**src/design/gcd_pkg.sv**
```systemverilog
// ----------------------------------------------------------------------------
// gcd_pkg
// Shared types, constants and reset tables for the greedy cash dispense unit.
// ----------------------------------------------------------------------------
package gcd_pkg;

	localparam int VAL_W     = 16;  // bill value and amount width
	localparam int CNT_W     = 7;   // bill count width
	localparam int BIT_W     = 3;   // quotient bit index width
	localparam int CFG_IDX_W = 3;   // configuration register index width
	localparam int NUM_REGS  = 5;   // denomination registers
	localparam int SHIFT_W   = VAL_W + CNT_W;

	localparam logic [BIT_W-1:0] TOP_BIT = BIT_W'(CNT_W - 1);

	localparam logic STATUS_OK   = 1'b0;
	localparam logic STATUS_FAIL = 1'b1;

	typedef enum logic [4:0] {
		ST_IDLE  = 5'b00001,
		ST_DIV   = 5'b00010,
		ST_CHECK = 5'b00100,
		ST_EMIT  = 5'b01000,
		ST_RESP  = 5'b10000
	} state_t;

	// controller to datapath
	typedef struct packed {
		logic load;     // capture amount, restart the slot walk
		logic div;      // one quotient bit of the current slot
		logic rewind;   // back to slot 0 for the commit walk
		logic emit;     // commit and report the current slot
		logic resp;     // single ok or failed result
	} cmd_t;

	// datapath to controller
	typedef struct packed {
		logic amount_zero;
		logic slot_done;
		logic slot_last;
		logic rem_zero;
		logic emit_adv;
		logic out_free;
	} sts_t;

	function automatic logic [VAL_W-1:0] reset_denom(input int s);
		logic [VAL_W-1:0] v;
		begin
			unique case (s)
				0: v = VAL_W'(50);
				1: v = VAL_W'(20);
				2: v = VAL_W'(10);
				3: v = VAL_W'(5);
				4: v = VAL_W'(2);
				default: v = '0;
			endcase
			return v;
		end
	endfunction

	function automatic logic [CNT_W-1:0] reset_count(input int s, input int max_count);
		int c;
		begin
			unique case (s)
				0: c = 2;
				1: c = 2;
				2: c = 4;
				3: c = 2;
				4: c = 8;
				default: c = 0;
			endcase
			if (c > max_count) begin
				c = max_count;
			end
			return CNT_W'(c);
		end
	endfunction

endpackage

```
**src/design/gcd_ctrl.sv**
```systemverilog
// ----------------------------------------------------------------------------
// gcd_ctrl
// Sequencer: slot walk with bit-serial quotient, check, commit walk, reply.
// ----------------------------------------------------------------------------
module gcd_ctrl (
	input  logic          clk,
	input  logic          arst_n,
	input  logic          in_valid,
	output logic          in_ready,
	input  gcd_pkg::sts_t sts,
	output gcd_pkg::cmd_t cmd
);

	gcd_pkg::state_t state_q;
	gcd_pkg::state_t state_d;

	always_ff @(posedge clk or negedge arst_n) begin
		if (!arst_n) begin
			state_q <= gcd_pkg::ST_IDLE;
		end else begin
			state_q <= state_d;
		end
	end

	always_comb begin
		state_d  = state_q;
		cmd      = '0;
		in_ready = 1'b0;
		unique case (state_q)
			gcd_pkg::ST_IDLE: begin
				in_ready = 1'b1;
				if (in_valid) begin
					cmd.load = 1'b1;
					state_d  = sts.amount_zero ? gcd_pkg::ST_RESP : gcd_pkg::ST_DIV;
				end
			end
			gcd_pkg::ST_DIV: begin
				cmd.div = 1'b1;
				if (sts.slot_done && sts.slot_last) begin
					state_d = gcd_pkg::ST_CHECK;
				end
			end
			gcd_pkg::ST_CHECK: begin
				cmd.rewind = 1'b1;
				state_d    = sts.rem_zero ? gcd_pkg::ST_EMIT : gcd_pkg::ST_RESP;
			end
			gcd_pkg::ST_EMIT: begin
				cmd.emit = 1'b1;
				if (sts.emit_adv && sts.slot_last) begin
					state_d = gcd_pkg::ST_IDLE;
				end
			end
			gcd_pkg::ST_RESP: begin
				cmd.resp = 1'b1;
				if (sts.out_free) begin
					state_d = gcd_pkg::ST_IDLE;
				end
			end
			default: begin
				state_d = gcd_pkg::ST_IDLE;
			end
		endcase
	end

	// a new request is only taken with the sequencer idle
	a_ready_idle: assert property (@(posedge clk) disable iff (!arst_n)
		in_ready |-> state_q == gcd_pkg::ST_IDLE)
		else $error("in_ready outside idle");

	// the walk never skips the check before committing
	a_emit_after_check: assert property (@(posedge clk) disable iff (!arst_n)
		(state_q == gcd_pkg::ST_EMIT && $past(state_q) != gcd_pkg::ST_EMIT)
		|-> $past(state_q) == gcd_pkg::ST_CHECK)
		else $error("commit walk entered without check");

	// the failure check only follows a finished walk
	a_check_after_div: assert property (@(posedge clk) disable iff (!arst_n)
		state_q == gcd_pkg::ST_CHECK |-> $past(state_q) == gcd_pkg::ST_DIV)
		else $error("check entered outside the slot walk");

endmodule

```
**src/design/gcd_dp.sv**
```systemverilog
// ----------------------------------------------------------------------------
// gcd_dp
// Datapath: denominations, bill counts, bit-serial bounded quotient,
// per-slot take registers and the result register.
// ----------------------------------------------------------------------------
module gcd_dp #(
	parameter int SLOTS     = 5,
	parameter int MAX_COUNT = 100
) (
	input  logic                            clk,
	input  logic                            arst_n,
	input  gcd_pkg::cmd_t                   cmd,
	output gcd_pkg::sts_t                   sts,
	input  logic [gcd_pkg::VAL_W-1:0]       amount,
	input  logic                            cfg_we,
	input  logic [gcd_pkg::CFG_IDX_W-1:0]   cfg_index,
	input  logic [gcd_pkg::VAL_W-1:0]       cfg_data,
	output logic                            out_valid,
	input  logic                            out_ready,
	output logic                            status,
	output logic [gcd_pkg::VAL_W-1:0]       bill_value,
	output logic [gcd_pkg::CNT_W-1:0]       bill_count,
	output logic                            last
);

	localparam int SLOT_W = (SLOTS > 1) ? $clog2(SLOTS) : 1;
	localparam logic [SLOT_W-1:0] LAST_SLOT = SLOT_W'(SLOTS - 1);

	logic [gcd_pkg::VAL_W-1:0] denom_q [SLOTS];
	logic [gcd_pkg::CNT_W-1:0] count_q [SLOTS];
	logic [gcd_pkg::CNT_W-1:0] take_q  [SLOTS];
	logic [gcd_pkg::VAL_W-1:0] rem_q;
	logic [gcd_pkg::CNT_W-1:0] quo_q;
	logic [gcd_pkg::BIT_W-1:0] bit_q;
	logic [SLOT_W-1:0]         idx_q;

	logic                            out_valid_q;
	logic                            status_q;
	logic [gcd_pkg::VAL_W-1:0]       value_q;
	logic [gcd_pkg::CNT_W-1:0]       cnt_out_q;
	logic                            last_q;

	logic [gcd_pkg::VAL_W-1:0]   cur_val;
	logic [gcd_pkg::CNT_W-1:0]   cur_cnt;
	logic [gcd_pkg::CNT_W-1:0]   cur_take;
	logic [gcd_pkg::CNT_W-1:0]   cand;
	logic [gcd_pkg::SHIFT_W-1:0] shifted;
	logic                        fits;
	logic                        skip;
	logic [gcd_pkg::CNT_W-1:0]   quo_next;
	logic [gcd_pkg::VAL_W-1:0]   rem_next;
	logic                        later_nz;
	logic                        out_free;
	logic                        emit_load;
	logic                        resp_load;

	assign cur_val  = denom_q[idx_q];
	assign cur_cnt  = count_q[idx_q];
	assign cur_take = take_q[idx_q];

	// try setting one more quotient bit: stays within supply and within remainder
	assign cand     = quo_q | (gcd_pkg::CNT_W'(1) << bit_q);
	assign shifted  = gcd_pkg::SHIFT_W'(cur_val) << bit_q;
	assign fits     = (cand <= cur_cnt) && (gcd_pkg::SHIFT_W'(rem_q) >= shifted);
	assign quo_next = fits ? cand : quo_q;
	assign rem_next = fits ? (rem_q - shifted[gcd_pkg::VAL_W-1:0]) : rem_q;
	assign skip     = (cur_val == '0) || (rem_q == '0) || (cur_cnt == '0);

	always_comb begin
		later_nz = 1'b0;
		for (int t = 0; t < SLOTS; t++) begin
			if (SLOT_W'(t) > idx_q && take_q[t] != '0) begin
				later_nz = 1'b1;
			end
		end
	end

	assign out_free  = !out_valid_q || out_ready;
	assign emit_load = cmd.emit && (cur_take != '0) && out_free;
	assign resp_load = cmd.resp && out_free;

	assign sts.amount_zero = (amount == '0);
	assign sts.slot_done   = skip || (bit_q == '0);
	assign sts.slot_last   = (idx_q == LAST_SLOT);
	assign sts.rem_zero    = (rem_q == '0);
	assign sts.emit_adv    = (cur_take == '0) || out_free;
	assign sts.out_free    = out_free;

	// denominations and bill supply
	always_ff @(posedge clk or negedge arst_n) begin
		if (!arst_n) begin
			for (int s = 0; s < SLOTS; s++) begin
				denom_q[s] <= gcd_pkg::reset_denom(s);
				count_q[s] <= gcd_pkg::reset_count(s, MAX_COUNT);
			end
		end else begin
			for (int s = 0; s < SLOTS; s++) begin
				if (cfg_we && s < gcd_pkg::NUM_REGS
						&& cfg_index == gcd_pkg::CFG_IDX_W'(s)) begin
					denom_q[s] <= cfg_data;
				end
			end
			if (emit_load) begin
				count_q[idx_q] <= cur_cnt - cur_take;
			end
		end
	end

	// walk registers
	always_ff @(posedge clk) begin
		if (cmd.load) begin
			rem_q <= amount;
			quo_q <= '0;
			bit_q <= gcd_pkg::TOP_BIT;
			idx_q <= '0;
			for (int s = 0; s < SLOTS; s++) begin
				take_q[s] <= '0;
			end
		end else if (cmd.div) begin
			if (skip) begin
				// remainder may run out mid-slot, keep the bits found so far
				take_q[idx_q] <= quo_q;
				quo_q         <= '0;
				bit_q         <= gcd_pkg::TOP_BIT;
				if (idx_q != LAST_SLOT) begin
					idx_q <= idx_q + SLOT_W'(1);
				end
			end else begin
				rem_q <= rem_next;
				if (bit_q == '0) begin
					take_q[idx_q] <= quo_next;
					quo_q         <= '0;
					bit_q         <= gcd_pkg::TOP_BIT;
					if (idx_q != LAST_SLOT) begin
						idx_q <= idx_q + SLOT_W'(1);
					end
				end else begin
					quo_q <= quo_next;
					bit_q <= bit_q - gcd_pkg::BIT_W'(1);
				end
			end
		end else if (cmd.rewind) begin
			idx_q <= '0;
		end else if (cmd.emit && sts.emit_adv && idx_q != LAST_SLOT) begin
			idx_q <= idx_q + SLOT_W'(1);
		end
	end

	// result register
	always_ff @(posedge clk or negedge arst_n) begin
		if (!arst_n) begin
			out_valid_q <= 1'b0;
		end else if (emit_load || resp_load) begin
			out_valid_q <= 1'b1;
		end else if (out_ready) begin
			out_valid_q <= 1'b0;
		end
	end

	always_ff @(posedge clk) begin
		if (emit_load) begin
			status_q  <= gcd_pkg::STATUS_OK;
			value_q   <= cur_val;
			cnt_out_q <= cur_take;
			last_q    <= !later_nz;
		end else if (resp_load) begin
			status_q  <= (rem_q == '0) ? gcd_pkg::STATUS_OK : gcd_pkg::STATUS_FAIL;
			value_q   <= '0;
			cnt_out_q <= '0;
			last_q    <= 1'b1;
		end
	end

	assign out_valid  = out_valid_q;
	assign status     = status_q;
	assign bill_value = value_q;
	assign bill_count = cnt_out_q;
	assign last       = last_q;

	// a committed take never exceeds the supply of its slot
	a_take_le_supply: assert property (@(posedge clk) disable iff (!arst_n)
		emit_load |-> cur_take <= cur_cnt)
		else $error("take exceeds bill supply");

	// failure results carry no bills and close the transaction
	a_fail_shape: assert property (@(posedge clk) disable iff (!arst_n)
		(out_valid && status == gcd_pkg::STATUS_FAIL)
		|-> (last && bill_value == '0 && bill_count == '0))
		else $error("malformed failure result");

	// an empty ok result is only the single zero-amount reply
	a_empty_ok: assert property (@(posedge clk) disable iff (!arst_n)
		(out_valid && bill_count == '0) |-> (last && bill_value == '0))
		else $error("empty result inside a dispense");

	// remainder only shrinks during the slot walk
	a_rem_shrinks: assert property (@(posedge clk) disable iff (!arst_n)
		$past(cmd.div) |-> rem_q <= $past(rem_q))
		else $error("remainder grew during walk");

endmodule

```
**src/design/greedy_cash_dispense_unit.sv**
```systemverilog
// ----------------------------------------------------------------------------
// greedy_cash_dispense_unit
// Limited-supply greedy bill dispenser, sequencer plus datapath.
// ----------------------------------------------------------------------------
// usage:
//   in channel (in_valid/in_ready, amount): one withdrawal request per
//   transaction, taken only while no earlier request is in progress.
//   out channel (out_valid/out_ready, status, bill_value, bill_count, last):
//   one result per slot that gives bills, slot 0 first, last on the
//   final one; a refused request or a zero amount yields a single result.
//   cfg port (cfg_we, cfg_index, cfg_data): writes a slot's bill value,
//   indexes 0..4; other indexes are dropped. Write only while idle.
// sequence:
//   take the amount, then per slot a skip step (zero value, zero supply
//   or nothing left) or the bit-serial bounded quotient of up to 7 bits,
//   a check step, then the commit walk over the slots (a single reply
//   for a refused request); a zero amount goes straight to the reply.
// reset: bill values 50, 20, 10, 5, 2 and supplies 2, 2, 4, 2, 8 are loaded.
// stall: a result waits in the output register; the commit walk holds on the
//   next bill-giving slot until the receiver takes the pending result.
// ----------------------------------------------------------------------------
module greedy_cash_dispense_unit #(
	parameter int SLOTS     = 5,
	parameter int MAX_COUNT = 100
) (
	input  logic                            clk,
	input  logic                            arst_n,
	input  logic                            in_valid,
	output logic                            in_ready,
	input  logic [gcd_pkg::VAL_W-1:0]       amount,
	output logic                            out_valid,
	input  logic                            out_ready,
	output logic                            status,
	output logic [gcd_pkg::VAL_W-1:0]       bill_value,
	output logic [gcd_pkg::CNT_W-1:0]       bill_count,
	output logic                            last,
	input  logic                            cfg_we,
	input  logic [gcd_pkg::CFG_IDX_W-1:0]   cfg_index,
	input  logic [gcd_pkg::VAL_W-1:0]       cfg_data
);

	gcd_pkg::cmd_t cmd;
	gcd_pkg::sts_t sts;

	gcd_ctrl u_ctrl (
		.clk      (clk),
		.arst_n   (arst_n),
		.in_valid (in_valid),
		.in_ready (in_ready),
		.sts      (sts),
		.cmd      (cmd)
	);

	gcd_dp #(
		.SLOTS     (SLOTS),
		.MAX_COUNT (MAX_COUNT)
	) u_dp (
		.clk        (clk),
		.arst_n     (arst_n),
		.cmd        (cmd),
		.sts        (sts),
		.amount     (amount),
		.cfg_we     (cfg_we),
		.cfg_index  (cfg_index),
		.cfg_data   (cfg_data),
		.out_valid  (out_valid),
		.out_ready  (out_ready),
		.status     (status),
		.bill_value (bill_value),
		.bill_count (bill_count),
		.last       (last)
	);

endmodule

```
**config.mk**
```make
export PLATFORM = sky130hd
export DESIGN_NAME = greedy_cash_dispense_unit
export DESIGN_NICKNAME = d
export VERILOG_FILES = /design/src/design/gcd_pkg.sv /design/src/design/gcd_ctrl.sv /design/src/design/gcd_dp.sv /design/src/design/greedy_cash_dispense_unit.sv
export SDC_FILE = /design/constraint.sdc
export NUM_CORES = 1
export LEC_CHECK = 0
export BUFFER_PORTS_ARGS = -buffer_cell sky130_fd_sc_hd__clkbuf_2
export CORE_AREA = 2 2 141 143
export DETAILED_ROUTE_END_ITERATION = 8
export DIE_AREA = 0 0 143 145
export GPL_TIMING_DRIVEN = 0
export PLACE_DENSITY = 0.85
export SYNTH_ARGS = -nofsm -noshare
export SYNTH_HDL_FRONTEND = slang
export SYNTH_SLANG_ARGS = --single-unit
```
**constraint.sdc**
```tcl
create_clock -name clk -period 13 [get_ports clk]
set_input_delay 1.95 -clock clk [delete_from_list [all_inputs] [get_ports clk]]
set_output_delay 1.95 -clock clk [all_outputs]
set_load 0.1 [all_outputs]
```
==> flow_summary.json <==
{
  "status": "complete, no violations",
  "clk_latency_ns": 0.53,
  "overflow": 0,
  "postRouteAntennaNets": 0,
  "maxSlewViolCount": 0,
  "n_antenna_cell": 0,
  "drt-wirelength-per-cell_um": 21.9,
  "hold_slack_ns": 0.448,
  "synth_ff_type": "dfrtp_1",
  "worst_path_max_delay_cell": "a31oi_1",
  "grt_pass1_wl_mm": 51.0,
  "grt_pass1_vias": 9595,
  "synth_seq_cells": 234,
  "start_kind": "register",
  "finalNonFillerCells": 1484,
  "path_buf_inv": 4,
  "worstPathCellList": "inv_2 -> buf_1 -> a22oi_1 -> mux2_2 -> nor2_1 -> a21oi_1 -> or2_2 -> ha_1 -> o211ai_1 -> a21oi_1 -> o21ai_0 -> nand4_1 -> a21o_1 -> and4_1 -> clkbuf_1 -> a31oi_1 -> inv_1",
  "synthTopCellsByArea": "edfxtp_1 (23%), dfrtp_1 (21%), mux2_2 (10%)",
  "area_delta_synth_final_pct": 11.7,
  "portBuffers": 64,
  "routed_wl_mm": 32.5,
  "cp_common_cell": "a21oi_1",
  "crit_type": "register to register",
  "fin_ws_ns": 7.35,
  "crit_family": "compound AO/OA/AOI/OAI gates",
  "drt_iter0_drc": 950,
  "cts_resized": 0,
  "synth-seq-area-share_pct": 49.9,
  "h-tree-depth": 1,
  "syn_area_um2": 12600,
  "drive_gt1_share_pct": 24.8,
  "final.setup.tns_ns": 0,
  "cts_buffer_depth": 3,
  "firstDrtPassIters": 6,
  "die_w_um": 143,
  "cts_tree": "yes",
  "synth.avg_cell_area_um2": 11.3,
  "syn_nets": 1189,
  "antenna_found_initial": 0,
  "power.density_nw_per_um2": 229,
  "yosysTopAreaCell": "edfxtp_1",
  "synth_top_area_share_pct": 23.0,
  "finalCriticalPeriod_ns": 5.65,
  "clk_pin_slew_ns": 0.06,
  "holdBufCountCts": 0,
  "cts_root_buf": "clkbuf_16",
  "num_rows": 51,
  "finClkSkew_ns": 0.0111,
  "hp-class": "register to register",
  "final_hold_viol_count": 0,
  "timing.fmax_ghz": 0.177,
  "dp.cells": 1440,
  "p_leak_nw": 5.71,
  "dieArea_um2": 20700,
  "post_cts_buffers": 0,
  "cts.sink_count": 234,
  "cp.required_ns": 13.22,
  "crit_arrival_ns": 5.87,
  "slowest_delay_ns": 0.87,
  "ir_drop_uv": 202,
  "vias": 9542,
  "coreArea_um2": 19200,
  "preCtsSetupSlack_ns": 7.60,
  "worst_pin_slew_ns": 1.18,
  "grt_usage_pct": 31.6,
  "via_per_inst": 6.43,
  "rsz0062_at_grt": "no",
  "maxCapViolCount": 0,
  "io_pins": 67,
  "syn_inst": 1110,
  "yosysUniqueCellTypes": 74,
  "die_height_um": 145,
  "initial_core_util_pct": 65.4,
  "grt_max_degree": 103,
  "yosysWarnings": 0,
  "finalCritPeriodShare_pct": 43.5,
  "max_slew_margin_pct": 20.6,
  "final_net_count": 1280,
  "drc": 0,
  "synth-edff-count": 96,
  "cts_buffers": 24,
  "cp-end-kind": "register",
  "dp_hpwl_mm": 22.7,
  "async_flop_share_pct": 51.7,
  "gp_congestion": 0.927,
  "finalSetupViolCount": 0,
  "crit_fanout": 10
}
-- worst paths after layout --
check                                   start           endpoint  slack [ns]  depth (start not counted)
worst min register to register  u_dp.quo_q[0]      u_dp.quo_q[0]        0.45                          2
worst max register to register  u_dp.idx_q[2]  u_dp.take_q[7][0]        7.35                         17
worst min-delay path            u_dp.quo_q[0]      u_dp.quo_q[0]        0.45                          2
min in group asynchronous              arst_n    u_dp.denom_q[7]        1.28                          1
max in group asynchronous              arst_n  u_ctrl.state_q[0]       10.96                          2
worst max-delay path            u_dp.idx_q[2]  u_dp.take_q[7][0]        7.35                         17
-- area by class of cell --
type                    count  area (um^2)
well taps                 265          332
repair buffers             65          357
clock buffers              36          708
multi-input cells         781         5880
plain buffers              61          298
inverters                  34          128
fillers                  1253         5170
flip-flops and latches    234         6270
clock inverters             8         63.8
-- worst min-delay path, stage by stage, from the launching register on --
cell,delay [ns]
dfxtp_1,0.32
inv_1,0.05
nor2_1,0.03
-- metrics by stage --
step	cell area (um^2)	total power, W	utilization (%)
floorplan	12600	0.00212	-
global placement	13200	0.00243	68.8
detailed placement	13300	0.00249	69.0
CTS	14000	0.00317	73.1
global route	14000	0.00339	73.1
finish	14000	0.00321	73.1
-- state kept, by name (all words and copies together) (netlist names), 3 cells and up, named ones only --
signal,flops
u_dp.bill_count,7
u_dp.take_q,56
u_dp.count_q,35
u_dp.rem_q,16
u_dp.bill_value,16
u_dp.quo_q,7
u_dp.bit_q,3
u_ctrl.state_q,5
u_dp.denom_q,80
u_dp.idx_q,3
-- power breakdown --
part	switching [W]	internal [W]	leakage, nW	total, W
registers	0.0000814	0.000942	2.51	0.00102
clock network	0.000289	0.000395	0.366	0.000684
logic	0.000927	0.000573	2.83	0.00150
total	0.00130	0.00191	5.71	0.00321
-- cells in the mapped netlist (5+ instances only) --
master and n:
a211oi_1 7, a21o_1 21, a21oi_1 69, a22o_1 13, a22oi_1 6, a31oi_1 10
a32oi_1 9, and2_1 11, buf_1 7, buf_2 19, clkbuf_1 27, dfrtp_1 105
dfstp_2 16, dfxtp_1 17, edfxtp_1 96, ha_1 37, inv_1 27, inv_2 6
mux2_2 114, mux2i_1 55, mux4_2 11, nand2_1 82, nand2b_1 8, nand3_1 11
nand3b_1 5, nand4_1 13, nor2_1 79, nor2_2 8, nor2b_1 22, nor3_1 17
nor4_1 19, o21a_1 6, o21ai_0 50, or2_2 8, or3_1 9, xnor2_1 14
xor2_1 5
-- cell families (layout without fill, tap and decap cells) --
logic type / count (synthesis) / after routing / synth area share, %
multiplexers: 183 / 183 / 16.8
AND/OR/NAND/NOR: 313 / 313 / 12.6
adder cells (fa/ha/maj): 39 / 39 / 4.00
AO/OA/AOI/OAI: 227 / 227 / 11.9
XOR/XNOR: 19 / 19 / 1.32
flip-flops: 234 / 234 / 49.9
buffers and inverters: 95 / 204 / 3.39
-- layer usage --
metal / wire (um) / GRT usage (%) / vias to the layer above
li1: - / - / 4279
met1: 13100 / 43.7 / 4680
met2: 15200 / 49.5 / 485
met3: 2920 / 6.34 / 98
met4: 1230 / 12.0 / 0
met5: 0 / 0 / -
-- cells in the final DEF, fill, tap and decap left out, drive strengths merged, types with 16 or more instances in the layout --
master,netlist,layout
a21o,21,21
a21oi,69,69
buf,34,35
clkbuf,27,127
dfrtp,105,105
dfstp,16,16
dfxtp,17,17
edfxtp,96,96
ha,37,37
inv,33,33
mux2,117,117
mux2i,55,55
nand2,82,82
nor2,87,87
nor2b,24,24
nor3,18,18
nor4,22,22
o21ai,54,54
Power figures use the tool's default switching activity.
